### src/hw/rtl/mmh_pkg.sv
// ----------------------------------------------------------------------------
// mmh_pkg
// Types, constants and helpers for the MurmurHash64A stream block.
// ----------------------------------------------------------------------------
package mmh_pkg;

    localparam logic [63:0] MIX_MUL    = 64'hc6a4a7935bd1e995;
    localparam logic [31:0] MUL_LO     = MIX_MUL[31:0];
    localparam logic [31:0] MUL_HI     = MIX_MUL[63:32];
    localparam int unsigned MIX_SHIFT  = 47;
    localparam logic [63:0] SEED_RESET = 64'd104729;
    localparam logic [3:0]  FULL_WORD  = 4'd8;

    // Sequencer states
    typedef enum logic [2:0] {
        S_IDLE,
        S_LEN,
        S_WORD,
        S_KMIX,
        S_ACC,
        S_FIN,
        S_EMIT
    } state_t;

    // Partial product being folded into the result
    typedef enum logic [1:0] {
        PH_LL,
        PH_LH,
        PH_HL
    } mul_phase_t;

    typedef struct packed {
        logic        start;
        logic [63:0] operand;
    } mul_req_t;

    typedef struct packed {
        logic        done;
        logic [63:0] product;
    } mul_rsp_t;

    // x ^ (x >> 47)
    function automatic logic [63:0] shr_mix(input logic [63:0] x);
        return x ^ (x >> MIX_SHIFT);
    endfunction

    // Clamp a valid-byte count to a full word
    function automatic logic [3:0] clamp_count(input logic [3:0] n);
        return (n > FULL_WORD) ? FULL_WORD : n;
    endfunction

    // Where a word goes once the accumulator is seeded
    function automatic state_t word_route(input logic [3:0] n, input logic last);
        state_t s;
        if (n == FULL_WORD) begin
            s = S_WORD;
        end else if (n != 4'd0) begin
            s = S_ACC;
        end else if (last) begin
            s = S_FIN;
        end else begin
            s = S_IDLE;
        end
        return s;
    endfunction

endpackage

### src/hw/rtl/mmh_mul.sv
// ----------------------------------------------------------------------------
// mmh_mul
// Multiplies a 64-bit operand by the mixing constant, modulo 2^64, using one
// 32x32 multiplier in turn (low x low, low x high, high x low).
// ----------------------------------------------------------------------------
module mmh_mul (
    input  logic              aclk,
    input  logic              aresetn,
    input  mmh_pkg::mul_req_t req,
    output mmh_pkg::mul_rsp_t rsp
);

    logic [63:0]         op_reg, op_next;
    logic [63:0]         prod_reg, prod_next;
    mmh_pkg::mul_phase_t phase_reg, phase_next;
    logic                busy_reg, busy_next;
    logic                done_reg, done_next;

    logic [31:0] a_sel;
    logic [31:0] b_sel;
    logic [63:0] part;

    // Select the halves for this phase and form one partial product
    always_comb begin
        a_sel = (phase_reg == mmh_pkg::PH_HL) ? op_reg[63:32] : op_reg[31:0];
        b_sel = (phase_reg == mmh_pkg::PH_LH) ? mmh_pkg::MUL_HI : mmh_pkg::MUL_LO;
        part  = a_sel * b_sel;
    end

    // Advance through the phases, folding cross terms into the upper half
    always_comb begin
        op_next    = op_reg;
        prod_next  = prod_reg;
        phase_next = phase_reg;
        busy_next  = busy_reg;
        done_next  = 1'b0;
        if (req.start) begin
            op_next    = req.operand;
            phase_next = mmh_pkg::PH_LL;
            busy_next  = 1'b1;
        end else if (busy_reg) begin
            case (phase_reg)
                mmh_pkg::PH_LL: begin
                    prod_next  = part;
                    phase_next = mmh_pkg::PH_LH;
                end
                mmh_pkg::PH_LH: begin
                    prod_next[63:32] = prod_reg[63:32] + part[31:0];
                    phase_next       = mmh_pkg::PH_HL;
                end
                mmh_pkg::PH_HL: begin
                    prod_next[63:32] = prod_reg[63:32] + part[31:0];
                    phase_next       = mmh_pkg::PH_LL;
                    busy_next        = 1'b0;
                    done_next        = 1'b1;
                end
                default: begin
                    phase_next = mmh_pkg::PH_LL;
                    busy_next  = 1'b0;
                end
            endcase
        end
    end

    always_ff @(posedge aclk) begin
        op_reg   <= op_next;
        prod_reg <= prod_next;
        if (!aresetn) begin
            phase_reg <= mmh_pkg::PH_LL;
            busy_reg  <= 1'b0;
            done_reg  <= 1'b0;
        end else begin
            phase_reg <= phase_next;
            busy_reg  <= busy_next;
            done_reg  <= done_next;
        end
    end

    assign rsp.done    = done_reg;
    assign rsp.product = prod_reg;

endmodule

### src/hw/rtl/murmur_hash_64a_stream.sv
// ----------------------------------------------------------------------------
// murmur_hash_64a_stream: all multiplies run on the shared 32x32 multiplier:
// full word: word, k mix, accumulate; tail word: accumulate; first beat adds
// length, last beat avalanche and hand-off; s_tready is high only when idle.
// Synchronous active-low reset: seed 104729, accumulator cleared, no result.
// ----------------------------------------------------------------------------
module murmur_hash_64a_stream (
    input  logic         aclk,
    input  logic         aresetn,
    // configuration
    input  logic         cfg_we,
    input  logic [63:0]  cfg_wdata,    // hash_seed
    // input stream
    input  logic         s_tvalid,
    output logic         s_tready,
    input  logic [103:0] s_tdata,      // data_word[63:0], valid_bytes[67:64],
                                       // message_length[99:68], zero[103:100]
    input  logic         s_tlast,      // last_item
    input  logic         s_tuser,      // first_item
    // result stream
    output logic         m_tvalid,
    input  logic         m_tready,
    output logic [63:0]  m_tdata       // hash_value
);

    mmh_pkg::state_t state_reg, state_next;
    logic        go_reg, go_next;
    logic [63:0] seed_reg, seed_next;
    logic [63:0] acc_reg, acc_next;
    logic [63:0] k_reg, k_next;
    logic [63:0] word_reg, word_next;
    logic [3:0]  nvalid_reg, nvalid_next;
    logic [31:0] len_reg, len_next;
    logic        last_reg, last_next;
    logic        in_msg_reg, in_msg_next;
    logic        m_valid_reg, m_valid_next;
    logic [63:0] m_data_reg, m_data_next;

    mmh_pkg::mul_req_t mul_req;
    mmh_pkg::mul_rsp_t mul_rsp;

    logic        s_accept;
    logic [3:0]  s_nvalid;
    logic [63:0] tail_word;
    logic [63:0] mix_in;
    logic        out_free;

    assign s_tready = (state_reg == mmh_pkg::S_IDLE);
    assign s_accept = s_tvalid && s_tready;
    assign s_nvalid = mmh_pkg::clamp_count(s_tdata[67:64]);
    assign out_free = !m_valid_reg || m_tready;

    // Keep only the valid low bytes of a tail word
    always_comb begin
        for (int i = 0; i < 8; i++) begin
            tail_word[8*i +: 8] = (4'(i) < nvalid_reg) ? word_reg[8*i +: 8] : 8'h00;
        end
        mix_in = (nvalid_reg == mmh_pkg::FULL_WORD) ? k_reg : tail_word;
    end

    // Next state
    always_comb begin
        state_next = state_reg;
        case (state_reg)
            mmh_pkg::S_IDLE: begin
                if (s_tvalid) begin
                    if (s_tuser) begin
                        state_next = mmh_pkg::S_LEN;
                    end else if (in_msg_reg) begin
                        state_next = mmh_pkg::word_route(s_nvalid, s_tlast);
                    end
                end
            end
            mmh_pkg::S_LEN: begin
                if (mul_rsp.done) begin
                    state_next = mmh_pkg::word_route(nvalid_reg, last_reg);
                end
            end
            mmh_pkg::S_WORD: begin
                if (mul_rsp.done) begin
                    state_next = mmh_pkg::S_KMIX;
                end
            end
            mmh_pkg::S_KMIX: begin
                if (mul_rsp.done) begin
                    state_next = mmh_pkg::S_ACC;
                end
            end
            mmh_pkg::S_ACC: begin
                if (mul_rsp.done) begin
                    state_next = last_reg ? mmh_pkg::S_FIN : mmh_pkg::S_IDLE;
                end
            end
            mmh_pkg::S_FIN: begin
                if (mul_rsp.done) begin
                    state_next = mmh_pkg::S_EMIT;
                end
            end
            mmh_pkg::S_EMIT: begin
                if (out_free) begin
                    state_next = mmh_pkg::S_IDLE;
                end
            end
            default: begin
                state_next = mmh_pkg::S_IDLE;
            end
        endcase
    end

    // Multiplier operand for the current step; the start request is registered and raised on entry
    always_comb begin
        go_next = (state_next != state_reg) &&
                  (state_next inside {mmh_pkg::S_LEN, mmh_pkg::S_WORD, mmh_pkg::S_KMIX,
                                      mmh_pkg::S_ACC, mmh_pkg::S_FIN});
        mul_req.start = go_reg;
        case (state_reg)
            mmh_pkg::S_LEN:  mul_req.operand = {32'd0, len_reg};
            mmh_pkg::S_WORD: mul_req.operand = word_reg;
            mmh_pkg::S_KMIX: mul_req.operand = mmh_pkg::shr_mix(k_reg);
            mmh_pkg::S_ACC:  mul_req.operand = acc_reg ^ mix_in;
            mmh_pkg::S_FIN:  mul_req.operand = mmh_pkg::shr_mix(acc_reg);
            default:         mul_req.operand = 64'd0;
        endcase
    end

    // Datapath and output register updates
    always_comb begin
        seed_next    = seed_reg;
        acc_next     = acc_reg;
        k_next       = k_reg;
        word_next    = word_reg;
        nvalid_next  = nvalid_reg;
        len_next     = len_reg;
        last_next    = last_reg;
        in_msg_next  = in_msg_reg;
        m_valid_next = m_valid_reg;
        m_data_next  = m_data_reg;

        if (cfg_we) begin
            seed_next = cfg_wdata;
        end

        // Capture the beat
        if (s_accept) begin
            word_next   = s_tdata[63:0];
            nvalid_next = s_nvalid;
            len_next    = s_tdata[99:68];
            last_next   = s_tlast;
            if (s_tuser) begin
                in_msg_next = 1'b1;
            end
        end

        // Fold in multiplier results
        if (mul_rsp.done) begin
            case (state_reg)
                mmh_pkg::S_LEN:  acc_next = seed_reg ^ mul_rsp.product;
                mmh_pkg::S_WORD: k_next   = mul_rsp.product;
                mmh_pkg::S_KMIX: k_next   = mul_rsp.product;
                mmh_pkg::S_ACC:  acc_next = mul_rsp.product;
                mmh_pkg::S_FIN:  k_next   = mmh_pkg::shr_mix(mul_rsp.product);
                default:         acc_next = acc_reg;
            endcase
        end

        // Drop a taken result, then load a new one
        if (m_valid_reg && m_tready) begin
            m_valid_next = 1'b0;
        end
        if ((state_reg == mmh_pkg::S_EMIT) && out_free) begin
            m_valid_next = 1'b1;
            m_data_next  = k_reg;
            acc_next     = 64'd0;
            in_msg_next  = 1'b0;
        end
    end

    always_ff @(posedge aclk) begin
        k_reg      <= k_next;
        word_reg   <= word_next;
        nvalid_reg <= nvalid_next;
        len_reg    <= len_next;
        last_reg   <= last_next;
        m_data_reg <= m_data_next;
        if (!aresetn) begin
            state_reg   <= mmh_pkg::S_IDLE;
            go_reg      <= 1'b0;
            seed_reg    <= mmh_pkg::SEED_RESET;
            acc_reg     <= 64'd0;
            in_msg_reg  <= 1'b0;
            m_valid_reg <= 1'b0;
        end else begin
            state_reg   <= state_next;
            go_reg      <= go_next;
            seed_reg    <= seed_next;
            acc_reg     <= acc_next;
            in_msg_reg  <= in_msg_next;
            m_valid_reg <= m_valid_next;
        end
    end

    mmh_mul u_mul (
        .aclk    (aclk),
        .aresetn (aresetn),
        .req     (mul_req),
        .rsp     (mul_rsp)
    );

    assign m_tvalid = m_valid_reg;
    assign m_tdata  = m_data_reg;

endmodule

### config.mk
export PLATFORM = sky130hd
export DESIGN_NAME = murmur_hash_64a_stream
export DESIGN_NICKNAME = d
export VERILOG_FILES = /design/src/hw/rtl/mmh_pkg.sv /design/src/hw/rtl/mmh_mul.sv /design/src/hw/rtl/murmur_hash_64a_stream.sv
export SDC_FILE = /design/constraint.sdc
export NUM_CORES = 2
export LEC_CHECK = 0
export ABC_CLOCK_PERIOD_IN_PS = 9300
export BUFFER_PORTS_ARGS = -buffer_cell sky130_fd_sc_hd__buf_2
export CAP_MARGIN = 40
export CELL_PAD_IN_SITES_DETAIL_PLACEMENT = 1
export CELL_PAD_IN_SITES_GLOBAL_PLACEMENT = 2
export CORE_ASPECT_RATIO = 1.4
export CORE_MARGIN = 4
export CORE_UTILIZATION = 38
export CTS_CLUSTER_SIZE = 28
export DETAILED_ROUTE_END_ITERATION = 8
export GPL_ROUTABILITY_DRIVEN = 0
export HOLD_SLACK_MARGIN = 0.15
export PLACE_DENSITY_LB_ADDON = 0.1
export SETUP_SLACK_MARGIN = 0.15
export SYNTH_ARGS = -nofsm -noshare
export SYNTH_HDL_FRONTEND = slang
export SYNTH_SLANG_ARGS = --single-unit
### constraint.sdc
create_clock -name aclk -period 9.3 [get_ports aclk]
set_input_delay 0.465 -clock aclk [delete_from_list [all_inputs] [get_ports aclk]]
set_output_delay 0.465 -clock aclk [all_outputs]
set_load 0.01 [all_outputs]
==> insert_results.sql <==
INSERT INTO impl_metrics (metric_group, metric, value, unit) VALUES
('finish', 'finalNetCount', '6359', ''),
('floorplanning', 'floorplan.die.width', '304', 'µm'),
('critical_path', 'worst_ep_required_time', '9.73', 'ns'),
('flow_run', 'cap_violations', '0', ''),
('synthesis', 'portion_of_the_post_synthesis_area_used_by_sequential_elements', '28.8', '%'),
('critical_path', 'cp_data_arrival_time', '9.34', 'ns'),
('routing', 'remaining_drc_errors', '0', ''),
('timing', 'fin_skew', '0.0290', 'ns'),
('timing', 'slew_headroom', '37.9', '%'),
('synthesis', 'edff_count_synth', '357', ''),
('critical_path', 'startpoint_type', 'flip-flop', ''),
('placement', 'dp_hpwl', '153000', 'µm'),
('floorplanning', 'core.rowCount', '152', ''),
('synthesis', 'netlist_area', '0.0468', 'mm²'),
('routing', 'route.antenna.remaining_nets', '0', ''),
('finish', 'ratio_of_cells_with_drive_above_1_in_the_final_layout', '18.4', '%'),
('critical_path', 'most_used_cell_along_the_critical_path', 'buf_4', ''),
('global_routing', 'grt.total_usage', '28.7', '%'),
('synthesis', 'number_of_library_cell_types_mapped_by_synthesis', '77', ''),
('routing', 'routed_wl', '186000', 'µm'),
('floorplanning', 'io-pin-count', '241', ''),
('status', 'outcome', 'completed', ''),
('routing', 'post_dr_vias_cell', '5.22', ''),
('synthesis', 'synthCells', '4378', ''),
('synthesis', 'synth.top_cells.by_area', 'fa_1 26%, edfxtp_1 23%, ha_1 12%, inv_1 6.4%, dfxtp_1 5.9%', ''),
('synthesis', 'synth-warning-count', '0', ''),
('clock_network', 'cts-buffers-inserted', '46', ''),
('finish', 'layout_common_cells', '789 x inv_1, 598 x fa_1, 432 x buf_4', ''),
('synthesis', 'postSynthRegisterBits', '495', ''),
('clock_network', 'cts_buffer_depth', '3', ''),
('synthesis', 'synth_fp_nets', '5605', ''),
('floorplanning', 'floorplan.die.height', '423', 'µm'),
('routing', 'via_count', '35400', ''),
('timing', 'setup_viol', '0', ''),
('global_routing', 'grt_first_pass_wirelength', '271000', 'µm'),
('floorplanning', 'floorplan.die_area', '0.129', 'mm²'),
('synthesis', 'fraction_of_registers_with_async_set_or_reset_after_synthesis', '0', '%'),
('global_routing', 'grt_antenna_before_repair', '2', ''),
('clock_network', 'htree_levels', '2', ''),
('synthesis', 'synth_top_area_share', '26.0', '%'),
('critical_path', 'worst_setup_path_end_kind', 'flip-flop', ''),
('clock_network', 'clk_latency', '0.59', 'ns'),
('critical_path', 'slowest_delay', '0.52', 'ns'),
('routing', 'detail_route.wl_per_cell', '27.4', 'µm'),
('synthesis', 'synth_area_per_cell', '10.7', 'µm²'),
('clock_network', 'tritoncts_clock_tree', 'yes', ''),
('timing', 'max_slew_violation_total_from_the_final_report', '0', ''),
('finish', 'syn_to_final_growth', '22.3', '%'),
('worst_hold_path', 'holdCritPathClass', 'input pin to flip-flop', ''),
('placement', 'port_buffers', '236', ''),
('clock_network', 'clk_pin_slew_worst_paths', '0.07', 'ns'),
('floorplanning', 'core-area', '0.122', 'mm²'),
('timing', 'fmaxAchievable', '112', 'MHz'),
('synthesis', 'area_leader_netlist', 'fa_1', ''),
('global_routing', 'grt_start_max_net_pins', '71', ''),
('routing', 'dr.first_iter.drc_count', '2090', ''),
('timing', 'final-hold-violation-count', '0', ''),
('synthesis', 'synth_flop_cell', 'edfxtp_1', ''),
('timing', 'unrepaired_setup_endpoints_after_global_routing', 'yes', ''),
('critical_path', 'critPathMaxFanout', '9', ''),
('timing', 'final_min_period_over_clock_period', '95.7', '%'),
('finish', 'final_common_cell', 'inv_1', ''),
('floorplanning', 'initial_utilization', '38.2', '%'),
('timing', 'setup_tns', '0', 'ns'),
('global_routing', 'grt_pass1_vias', '39500', ''),
('clock_network', 'cts-root-buf', 'clkbuf_16', ''),
('critical_path', 'slowest_stage', 'fa_1', ''),
('critical_path', 'timing_worst_setup_path_type', 'flip-flop to flip-flop', ''),
('timing', 'finalCriticalPeriod', '8.90', 'ns'),
('clock_network', 'tritoncts_num_sinks', '495', ''),
('routing', 'drt-pass1-iter-count', '6', ''),
('timing', 'timing_worst_slew_pin_value', '0.932', 'ns'),
('global_routing', 'grt_remaining_overflow', '0', '');
-- critical path: cells and delay by family (launching register included) --
kind,cells,cell delay (ns)
multiplexers,1,0.21
XOR/XNOR,2,0.36
AO/OA/AOI/OAI,7,1.43
buffers and inverters,15,1.96
AND/OR/NAND/NOR,5,0.68
flip-flops,1,0.33
adder cells (fa/ha/maj),11,3.77
-- cell usage after synthesis, types with 55 or more instances --
cell,n
a211oi_1,76
a21o_1,55
a21oi_1,200
a222oi_1,63
clkbuf_1,134
dfxtp_1,138
edfxtp_1,357
fa_1,608
ha_1,444
inv_1,803
mux2i_1,107
nand2_1,256
nor2_1,314
o21ai_0,113
xnor2_1,185
xor2_1,122
-- final cells by class --
type | count | area (µm²)
multi-input cells | 2922 | 30600
well taps | 1617 | 2020
flip-flops and latches | 495 | 13500
fillers | 13500 | 65300
clock buffers | 69 | 1350
inverters | 809 | 3050
repair buffers | 858 | 6520
diodes | 2 | 5.00
clock inverters | 17 | 173
-- per-layer routing --
layer | vias up | share of wire, % | GRT usage, %
li1 | 16000 | - | -
met1 | 18200 | 37 | 32.4
met2 | 863 | 53 | 54.0
met3 | 302 | 3.4 | 2.21
met4 | 0 | 6.6 | 14.7
met5 | - | 0 | 0
-- timing repair --
item                                    CTS  global route
hold buffers                            161             0
resized for setup                        56           131
hold endpoints to repair                161             0
gates cloned                              0             1
setup buffers                             5            28
pin swaps                                11            49
endpoints found under the setup margin   13            20
-- path summary, 6_finish.rpt --
path | slack, ns | end | cells past startpoint | start
worst max register to register | 0.40 | u_mul.prod_reg[59] | 41 | u_mul.phase_reg[0]
worst max-delay path | 0.40 | u_mul.prod_reg[59] | 41 | u_mul.phase_reg[0]
worst min-delay path | 0.19 | in_msg_reg | 3 | s_tuser
worst min register to register | 0.47 | m_tdata[24] | 0 | k_reg[24]
-- cells by family (layout without fill, tap and decap cells) --
logic type      count (synthesis)  after routing  share of synthesized area [%]
compound gates                719            719                           10.6
xor+xnor                      307            307                           5.75
fa+ha+maj                    1052           1052                           37.9
buf+inv                       961           1753                           7.73
flops                         495            495                           28.8
mux                           117            117                           2.53
other cells                     1              3                        0.00802
simple gates                  726            726                           6.66
-- metrics by stage --
step	hold slack (ns)	instances	util [%]	cell area [µm²]	setup WS, ns
2_1_floorplan	0.441	4378	-	46800	0.165
3_3_place_gp	0.451	6499	43.1	52800	-0.287
3_5_place_dp	0.464	6506	43.2	52900	-0.415
4_1_cts	0.151	6758	46.0	56300	0.147
5_1_grt	0.200	6788	46.7	57200	0.0850
6_report	0.187	6789	46.7	57200	0.396
Power is left out: the tool's default activity adds up to more than one toggle a clock period on the data nets, which glitch-free logic cannot reach.
